<file path="config.mk">
export PLATFORM = sky130hd
export DESIGN_NAME = multi_voice_saturating_mixer
export DESIGN_NICKNAME = d
export VERILOG_FILES = /design/src/rtl/mvsm_pkg.sv /design/src/rtl/mvsm_lane.sv /design/src/rtl/mvsm_merge.sv /design/src/rtl/multi_voice_saturating_mixer.sv
export VERILOG_INCLUDE_DIRS = /design/src /design/src/rtl
export SDC_FILE = /design/constraint.sdc
export NUM_CORES = 1
export LEC_CHECK = 0
export CAP_MARGIN = 10
export CORE_UTILIZATION = 36
export CTS_CLUSTER_SIZE = 28
export DETAILED_ROUTE_END_ITERATION = 7
export DONT_BUFFER_PORTS = 1
export MAX_ROUTING_LAYER = met4
export PLACE_DENSITY = 0.53
export SETUP_SLACK_MARGIN = 0.2
export SLEW_MARGIN = 30
export SYNTH_ARGS = -nofsm -noshare
export SYNTH_HDL_FRONTEND = slang
export SYNTH_SLANG_ARGS = --single-unit
</file>
<file path="constraint.sdc">
create_clock -name clk -period 19.7 [get_ports clk]
set_clock_uncertainty 0.05 [all_clocks]
set_input_delay 3.94 -clock clk [delete_from_list [all_inputs] [get_ports clk]]
set_output_delay 3.94 -clock clk [all_outputs]
set_load 0.01 [all_outputs]
</file>
<file path="src/rtl/multi_voice_saturating_mixer_assert.svh">
// Assertion macros shared by the mixer RTL.
// All three sample on clk and stand down while arst_n is low.
`ifndef MULTI_VOICE_SATURATING_MIXER_ASSERT_SVH
`define MULTI_VOICE_SATURATING_MIXER_ASSERT_SVH

// Plain property check.
`define MVSM_ASSERT(lbl, prop, msg) \
	lbl: assert property (@(posedge clk) disable iff (!arst_n) (prop)) else $error(msg);

// Same-cycle implication.
`define MVSM_ASSERT_IMPL(lbl, ante, cons, msg) \
	lbl: assert property (@(posedge clk) disable iff (!arst_n) (ante) |-> (cons)) \
		else $error(msg);

// Next-cycle implication.
`define MVSM_ASSERT_NEXT(lbl, ante, cons, msg) \
	lbl: assert property (@(posedge clk) disable iff (!arst_n) (ante) |=> (cons)) \
		else $error(msg);

`endif

</file>
<file path="src/rtl/mvsm_pkg.sv">
package mvsm_pkg;

	localparam int VOICES_DEF  = 4;
	localparam int SAMPLE_W    = 16;
	localparam int LENGTH_W    = 24;
	localparam int REMAIN_W    = 32;
	localparam int BLOCK_LEN_W = 13;
	localparam int POS_W       = 12;
	localparam int SLOT_W      = 3;
	localparam int MASK_W      = 4;
	localparam int CFG_INDEX_W = 1;
	localparam int CFG_DATA_W  = 13;

	localparam logic [BLOCK_LEN_W-1:0] BLOCK_LEN_RESET = 13'd512;
	localparam logic [BLOCK_LEN_W-1:0] BLOCK_LEN_MAX   = 13'd4096;
	localparam logic [BLOCK_LEN_W-1:0] BLOCK_LEN_MIN   = 13'd1;

	localparam int OFFSET_8BIT = 128;
	localparam int CLAMP_8_HI  = 255;
	localparam int CLAMP_16_HI = 32767;
	localparam int CLAMP_16_LO = -32767;

	localparam logic [CFG_INDEX_W-1:0] REG_SIXTEEN_BIT_MODE = 1'd0;
	localparam logic [CFG_INDEX_W-1:0] REG_BLOCK_LENGTH     = 1'd1;

	localparam logic FUNC_MIX   = 1'b0;
	localparam logic FUNC_START = 1'b1;

	typedef struct packed {
		logic                mix;
		logic                start;
		logic                mode16;
		logic                block_end;
		logic [LENGTH_W-1:0] length;
		logic                loop;
	} mvsm_lane_ctl_t;

	typedef struct packed {
		logic signed [SAMPLE_W-1:0] mixed_sample;
		logic [SLOT_W-1:0]          slot_index;
		logic [MASK_W-1:0]          active_mask;
		logic                       block_done;
	} mvsm_result_t;

endpackage

</file>
<file path="src/rtl/mvsm_lane.sv">
module mvsm_lane import mvsm_pkg::*; (
	input  logic                       clk,
	input  logic                       arst_n,
	input  mvsm_lane_ctl_t             ctl,
	input  logic                       claim,
	input  logic signed [SAMPLE_W-1:0] sample,
	output logic                       active,
	output logic                       active_next,
	output logic signed [SAMPLE_W-1:0] contrib
);

	logic                active_q;
	logic [REMAIN_W-1:0] remain_q;
	logic [LENGTH_W-1:0] reload_q;
	logic                loop_q;

	logic                active_d;
	logic [REMAIN_W-1:0] remain_d;
	logic [LENGTH_W-1:0] reload_d;
	logic                loop_d;

	always_comb begin
		active_d = active_q;
		remain_d = remain_q;
		reload_d = reload_q;
		loop_d   = loop_q;
		contrib  = '0;
		if (ctl.start && claim) begin
			active_d = 1'b1;
			remain_d = {{(REMAIN_W-LENGTH_W){1'b0}}, ctl.length};
			reload_d = ctl.length;
			loop_d   = ctl.loop;
		end
		if (ctl.mix) begin
			if (active_q) begin
				if (ctl.mode16) begin
					contrib  = sample;
					remain_d = remain_q - REMAIN_W'(2);
					active_d = !(remain_d == '0 || remain_d[REMAIN_W-1]);
				end else begin
					contrib  = {{(SAMPLE_W-8){sample[7]}}, sample[7:0]};
					active_d = (remain_q != '0);
					remain_d = remain_q - REMAIN_W'(1);
				end
			end
			if (ctl.block_end && loop_q && (remain_d == '0 || remain_d[REMAIN_W-1])) begin
				remain_d = {{(REMAIN_W-LENGTH_W){1'b0}}, reload_q};
				active_d = 1'b1;
			end
		end
	end

	always_ff @(posedge clk or negedge arst_n) begin
		if (!arst_n) begin
			active_q <= 1'b0;
			remain_q <= '0;
			reload_q <= '0;
			loop_q   <= 1'b0;
		end else begin
			active_q <= active_d;
			remain_q <= remain_d;
			reload_q <= reload_d;
			loop_q   <= loop_d;
		end
	end

	assign active      = active_q;
	assign active_next = active_d;

endmodule

</file>
<file path="src/rtl/mvsm_merge.sv">
module mvsm_merge import mvsm_pkg::*; #(
	parameter int Voices = VOICES_DEF
) (
	input  logic                       mode16,
	input  logic signed [SAMPLE_W-1:0] contrib [Voices],
	output logic signed [SAMPLE_W-1:0] mixed
);

	localparam int SumW = SAMPLE_W + 2 + $clog2(Voices);

	logic signed [SumW-1:0] sum;

	always_comb begin
		sum = mode16 ? SumW'(0) : SumW'(OFFSET_8BIT);
		for (int v = 0; v < Voices; v++) begin
			sum = sum + SumW'(contrib[v]);
		end
		if (mode16) begin
			if (sum > SumW'(CLAMP_16_HI))
				mixed = SAMPLE_W'(CLAMP_16_HI);
			else if (sum < SumW'(CLAMP_16_LO))
				mixed = SAMPLE_W'(CLAMP_16_LO);
			else
				mixed = sum[SAMPLE_W-1:0];
		end else begin
			if (sum > SumW'(CLAMP_8_HI))
				mixed = SAMPLE_W'(CLAMP_8_HI);
			else if (sum < SumW'(0))
				mixed = '0;
			else
				mixed = sum[SAMPLE_W-1:0];
		end
	end

endmodule

</file>
<file path="src/rtl/multi_voice_saturating_mixer.sv">
// Multi-voice saturating mixer.
// Input channel (in_valid / in_stall): one transaction per item. func selects a
// mix (one sample per voice summed over the active voices) or a voice start
// (claims the lowest free slot with voice_length and voice_loop).
// Output channel (out_valid / out_stall): exactly one result per item, in order.
// Configuration: cfg_write with cfg_index / cfg_data, only while the block is idle.
// An accepted result is registered, in the skid register if the output is stalled.
// Throughput: one item per cycle while in_stall is low; all voice lanes update in
// parallel in the accept cycle and an adder chain plus clamp merges their samples.
// Stall: a two-entry output buffer (output register plus skid register) lets
// one item be accepted while a result is stalled; in_stall rises only when
// both entries are full and falls after the receiver takes a result.
// Reset (arst_n low): all voices inactive with zero counters, block position
// zero, 8-bit mode, block length 512, output buffer empty.
`include "multi_voice_saturating_mixer_assert.svh"

module multi_voice_saturating_mixer import mvsm_pkg::*; #(
	parameter int Voices = VOICES_DEF
) (
	input  logic                          clk,
	input  logic                          arst_n,
	input  logic                          cfg_write,
	input  logic [CFG_INDEX_W-1:0]        cfg_index,
	input  logic [CFG_DATA_W-1:0]         cfg_data,
	input  logic                          in_valid,
	output logic                          in_stall,
	input  logic                          func,
	input  logic signed [SAMPLE_W-1:0]    voice_sample_0,
	input  logic signed [SAMPLE_W-1:0]    voice_sample_1,
	input  logic signed [SAMPLE_W-1:0]    voice_sample_2,
	input  logic signed [SAMPLE_W-1:0]    voice_sample_3,
	input  logic [LENGTH_W-1:0]           voice_length,
	input  logic                          voice_loop,
	output logic                          out_valid,
	input  logic                          out_stall,
	output logic signed [SAMPLE_W-1:0]    mixed_sample,
	output logic [SLOT_W-1:0]             slot_index,
	output logic [MASK_W-1:0]             active_mask,
	output logic                          block_done
);

	localparam int SlotW = $clog2(Voices + 1);

	logic                   mode16_q;
	logic [BLOCK_LEN_W-1:0] block_len_q;
	logic [POS_W-1:0]       pos_q;

	logic                   accept;
	logic                   is_mix;
	logic                   is_start;
	logic [BLOCK_LEN_W-1:0] eff_len;
	logic [BLOCK_LEN_W-1:0] count;
	logic                   block_end;
	logic [SlotW-1:0]       slot;
	logic [Voices-1:0]      claim;
	logic [Voices-1:0]      act;
	logic [Voices-1:0]      act_next;
	logic [MASK_W-1:0]      mask;
	logic signed [SAMPLE_W-1:0] samples [Voices];
	logic signed [SAMPLE_W-1:0] contrib [Voices];
	logic signed [SAMPLE_W-1:0] mixed;
	mvsm_lane_ctl_t         lane_ctl;
	mvsm_result_t           res;

	logic         out_valid_q;
	logic         skid_valid_q;
	mvsm_result_t out_q;
	mvsm_result_t skid_q;

	assign in_stall = skid_valid_q;
	assign accept   = in_valid && !skid_valid_q;
	assign is_mix   = accept && (func == FUNC_MIX);
	assign is_start = accept && (func == FUNC_START);

	always_ff @(posedge clk or negedge arst_n) begin
		if (!arst_n) begin
			mode16_q    <= 1'b0;
			block_len_q <= BLOCK_LEN_RESET;
		end else if (cfg_write) begin
			case (cfg_index)
				REG_SIXTEEN_BIT_MODE: mode16_q    <= cfg_data[0];
				REG_BLOCK_LENGTH:     block_len_q <= cfg_data;
				default: ;
			endcase
		end
	end

	always_comb begin
		if (block_len_q == '0)
			eff_len = BLOCK_LEN_MIN;
		else if (block_len_q > BLOCK_LEN_MAX)
			eff_len = BLOCK_LEN_MAX;
		else
			eff_len = block_len_q;
		count     = {1'b0, pos_q} + BLOCK_LEN_W'(1);
		block_end = is_mix && (count >= eff_len);
	end

	always_ff @(posedge clk or negedge arst_n) begin
		if (!arst_n) begin
			pos_q <= '0;
		end else if (is_mix) begin
			pos_q <= block_end ? '0 : count[POS_W-1:0];
		end
	end

	// lowest free slot
	always_comb begin
		slot  = SlotW'(Voices);
		claim = '0;
		for (int v = Voices - 1; v >= 0; v--) begin
			if (!act[v])
				slot = SlotW'(v);
		end
		for (int v = 0; v < Voices; v++) begin
			claim[v] = (slot == SlotW'(v));
		end
	end

	always_comb begin
		for (int v = 0; v < Voices; v++) begin
			case (v)
				0:       samples[v] = voice_sample_0;
				1:       samples[v] = voice_sample_1;
				2:       samples[v] = voice_sample_2;
				3:       samples[v] = voice_sample_3;
				default: samples[v] = '0;
			endcase
		end
	end

	assign lane_ctl.mix       = is_mix;
	assign lane_ctl.start     = is_start;
	assign lane_ctl.mode16    = mode16_q;
	assign lane_ctl.block_end = block_end;
	assign lane_ctl.length    = voice_length;
	assign lane_ctl.loop      = voice_loop;

	for (genvar g = 0; g < Voices; g++) begin : g_lane
		mvsm_lane u_lane (
			.clk        (clk),
			.arst_n     (arst_n),
			.ctl        (lane_ctl),
			.claim      (claim[g]),
			.sample     (samples[g]),
			.active     (act[g]),
			.active_next(act_next[g]),
			.contrib    (contrib[g])
		);
	end

	mvsm_merge #(
		.Voices(Voices)
	) u_merge (
		.mode16 (mode16_q),
		.contrib(contrib),
		.mixed  (mixed)
	);

	always_comb begin
		mask = '0;
		for (int v = 0; v < Voices && v < MASK_W; v++) begin
			mask[v] = act_next[v];
		end
		res.mixed_sample = is_start ? '0 : mixed;
		res.slot_index   = is_start ? SLOT_W'(slot) : '0;
		res.active_mask  = mask;
		res.block_done   = block_end;
	end

	// output register plus skid entry
	always_ff @(posedge clk or negedge arst_n) begin
		if (!arst_n) begin
			out_valid_q  <= 1'b0;
			skid_valid_q <= 1'b0;
		end else if (accept) begin
			if (out_valid_q && out_stall)
				skid_valid_q <= 1'b1;
			else
				out_valid_q <= 1'b1;
		end else if (out_valid_q && !out_stall) begin
			if (skid_valid_q)
				skid_valid_q <= 1'b0;
			else
				out_valid_q <= 1'b0;
		end
	end

	always_ff @(posedge clk) begin
		if (accept) begin
			if (out_valid_q && out_stall)
				skid_q <= res;
			else
				out_q <= res;
		end else if (out_valid_q && !out_stall && skid_valid_q) begin
			out_q <= skid_q;
		end
	end

	assign out_valid    = out_valid_q;
	assign mixed_sample = out_q.mixed_sample;
	assign slot_index   = out_q.slot_index;
	assign active_mask  = out_q.active_mask;
	assign block_done   = out_q.block_done;

	`MVSM_ASSERT_IMPL(a_skid_behind_out, skid_valid_q, out_valid_q, "skid entry without output entry")
	`MVSM_ASSERT(a_single_claim, $onehot0(claim), "more than one lane claimed")
	`MVSM_ASSERT_IMPL(a_done_on_mix, block_end, is_mix && !is_start, "block end outside a mix")
	`MVSM_ASSERT_NEXT(a_start_fills, is_start, &(act | ~$past(claim)), "claimed voice not active")

endmodule
</file>
==> summary.md <==
| Metric | Value |
|---|---|
| CP peak stage delay | `0.53 ns` |
| Hold endpoint | `g_lane[0].u_lane.reload_q[10]` |
| Hold buffers post-CTS | `0` |
| Finished Core Util | `0.3935` |
| Cells after synthesis | `3049` |
| Worst IR Drop VDD | `0.05846 mV` |
| Worst-skew pair later-pin latency | `0.59 ns` |
| R2r startpoint | `in_stall` |
| Internal reg-to-reg setup slack | `12.18 ns` |
| GRT Util Overall | `0.2756` |
| Leak | `0.01103 uW` |
| FFs w/ async S/R, synth | `0.8442` |
| Initial Utilization | `0.3660` |
| Area leader, netlist | `dfrtp_1` |
| RSZ-0062 raised after global routing | `false` |
| DRT Wirelength | `92.29 mm` |
| Kind of cell adding the most delay to the critical path | `simple AND/OR/NAND/NOR gates` |
| Worst setup EP type | `flip-flop` |
| Crit Path Max Fanout | `55` |
| Slew @ Worst Pin | `0.9306 ns` |
| Buffers and inverters on the worst path | `2` |
| Clk root buf | `clkbuf_16` |
| Final Hold Fails | `0` |
| Antenna violations before repair | `2` |
| CTS buffer count | `40` |
| Syn Area/Cell | `7.934 sq um` |
| Reg-to-reg endpoint | `mixed_sample[10]` |
| Outcome | `complete, but fails checks` |
| Core box area | `66100 sq um` |
| Power Dens Cells | `126.4 nW/um^2` |
| Syn nets | `3241` |
| Grt met2 use | `0.4262` |
| Ports | `135` |
| Detailed-router iteration count before antenna repair | `8` |
| Register area share after synthesis | `0.3286` |
| Most common cell on crit path | `nand2_1` |
| Crit path time final | `10.12 ns` |
| Number of enable flip-flop cells after synthesis | `48` |
| Die extent in y | `261.2 microns` |
| Htree depth | `2` |
| Primary FF master, synth | `dfrtp_1` |
| Min-delay src | `g_lane[0].u_lane.reload_q[10]` |
| DP Worst Slack | `9.031 ns` |
| Clock transition at path regs | `0.06 ns` |
| Crit Path Category | `in2reg` |
| GRT met3 Usage | `0.04762` |
| Num rows | `94` |
| Routed len/inst | `24.45 microns` |
| Max-Cap Viols | `0` |
| Largest net degree at the start of global routing | `261` |
| Slowest CP cell | `buf_4` |
| Number of post-CTS setup repair buffers | `0` |
| Synth top area share | `0.2679` |
| Slew Viols, Final | `0` |
| Final ANT Viol Nets | `0` |
| DR DRC count | `39` |
| Post-CTS sizing | `0` |
| Startpoint Class | `input pin` |
| WP data required | `19.98 ns` |
| Achievable Freq | `0.09881 GHz` |
| Final nets | `3069` |
| HPWL after DPL | `64.13 mm` |
| Congestion Overflow GR | `0` |
| Share of post-route cells with drive strength above 1 | `0.07018` |
| Via count | `23272` |
| Final setup viols | `0` |
| Worst R2R Path Depth | `24` |
| Met1 Usage GRT | `0.3622` |
| Synthesis-to-layout area growth | `7.510%` |
| Most frequent cell after synthesis | `nand2_1` |
| Busiest grt layer | `met2` |
| CTS tree | `done` |
| First-pass GRT wire length | `140.7 mm` |
| Yosys warnings | `0` |
| Die area | `68240 sq um` |
| Post-Syn Area | `24190 sq um` |
| Vias in the first global route | `22295` |
| Crit path from | `in_valid` |
| Worst Path Arrival | `10.40 ns` |
| Cell variety after synth | `98` |
| Failing checks | `DRC` |
| #FFs+latches synth | `308` |
| Relative slew slack | `0.3796` |
| Die width | `261.2 microns` |
| Gp weighted congestion | `0.9356` |
| Hold Path Cell Cnt | `2` |
| Vias/cell | `6.165` |
| Clock sinks | `308` |
| Top cells by count, synth | `581 x nand2_1, 259 x dfrtp_1, 203 x nor2_1` |
| Crit share post-route | `0.5137` |
| DR iter-0 viols | `2101` |
| Post-route setup slack | `9.580 ns` |
| Hold crit path type | `reg2reg` |
| Longest Clk Path Bufs | `3` |
| Port bufs | `0` |
| Area contributors post-synth | `dfrtp_1 27%, nand2_1 9.0%, edfxtp_1 6.0%, a21oi_1 3.5%, nor2_1 3.1%` |
| Post-route setup TNS | `0 ns` |
| CP cell instances | `nand2b_1 -> nor2_4 -> buf_4 -> and3_1 -> ha_1 -> nand2_1 -> nor3_1 -> nand2_1 -> xor2_1 -> o22ai_1 -> nand2_1 -> fa_1 -> inv_1 -> ha_1 -> a21o_1 -> a21oi_1 -> or3b_2 -> o21ai_0 -> o211ai_1 -> o21a_1 -> nand2_1 -> o21a_1 -> nor2_1 -> mux2_2` |
[worst max-delay path by stage]
stage | endpoint | slack, ns | depth (start not counted)
after global placement | mixed_sample[10] | 9.20 | 24
after floorplan | mixed_sample[1] | 10.12 | 22
final | mixed_sample[10] | 9.58 | 24
after global routing | mixed_sample[1] | 9.18 | 24
after CTS | mixed_sample[10] | 9.62 | 24
after detailed placement | mixed_sample[10] | 9.03 | 24
[sequential cells by signal (all words and copies together), names as in the netlist]
register                flops
g_lane.u_lane.remain_q    128
g_lane.u_lane.reload_q     96
skid_q                     24
mixed_sample               16
block_len_q                13
pos_q                      12
active_mask                 4
g_lane.u_lane.active        4
g_lane.u_lane.loop_q        4
slot_index                  3
block_done                  1
in_stall                    1
mode16_q                    1
out_valid                   1
[per-layer routing]
layer  share of wire  vias up
li1                -    10650
met1            0.44    11559
met2            0.45      896
met3           0.074      167
met4           0.033        0
met5               0        -
[cell type report]
| type | instances | area [sq um] |
|---|---|---|
| flip-flops and latches | 308 | 7954 |
| fillers | 6778 | 40090 |
| diodes | 4 | 10.01 |
| clock buffers | 55 | 1147 |
| well taps | 864 | 1081 |
| inverters | 110 | 412.9 |
| clock inverters | 17 | 207.7 |
| multi-input cells | 2382 | 14930 |
| repair buffers | 35 | 266.5 |
[cells by family after synthesis]
logic type,after synthesis,synth area share
simple gates,1411,0.2879
compound gates,659,0.1826
buf+inv,359,0.05777
flops,308,0.3286
xor+xnor,124,0.04489
mux,105,0.04510
fa+ha+maj,83,0.05317
[layout by cell type, fill, tap and decap left out, drive strengths merged, types with 13 or more instances in the layout]
cell    netlist  routed
a31oi        34      34
a21oi       172     172
and3         82      82
inv         108     108
or4          30      30
a21boi       23      23
dfrtp       259     259
o211ai       27      27
mux2i        73      73
a21o         24      24
clkbuf      199      55
nor3         92      92
o21a         14      14
ha           50      50
edfxtp       48      48
or3          34      34
nand2       581     581
nor2        203     203
xnor2        59      59
mux2         32      32
fa           33      33
o31ai        28      28
nand2b       25      25
nand3       109     109
o21ai       128     128
a211o        14      14
buf          50      35
nand4        59      59
a211oi       37      37
a221o        13      13
nor4         92      92
or2          17      17
xor2         65      65
[worst register-to-register path, cell delays in order (launching register included)]
cell	delay, ns
dfrtp_1	0.56
nand2b_1	0.67
nor2_4	0.25
buf_4	0.53
and3_1	0.29
ha_1	0.18
nand2_1	0.09
nor3_1	0.45
nand2_1	0.13
xor2_1	0.16
o22ai_1	0.13
nand2_1	0.09
fa_1	0.53
inv_1	0.05
ha_1	0.39
a21o_1	0.21
a21oi_1	0.23
or3b_2	0.46
o21ai_0	0.44
o211ai_1	0.18
o21a_1	0.34
nand2_1	0.36
o21a_1	0.19
nor2_1	0.05
mux2_2	0.27
[through the flow]
step	cells	power, uW	instance area (sq um)	hold WS [ns]
6_report	3775	3287	26010	0.4163
2_1_floorplan	3049	2084	24190	0.3882
3_3_place_gp	3698	2473	24620	0.4063
4_1_cts	3770	3282	25990	0.4237
3_5_place_dp	3698	2501	24630	0.4088
5_1_grt	3774	3495	26010	0.4391
[power breakdown]
part,switching (uW),internal (uW)
clock,312,449
sequential,338,865
combinational,816,507
(Power assumes the default switching activity.)
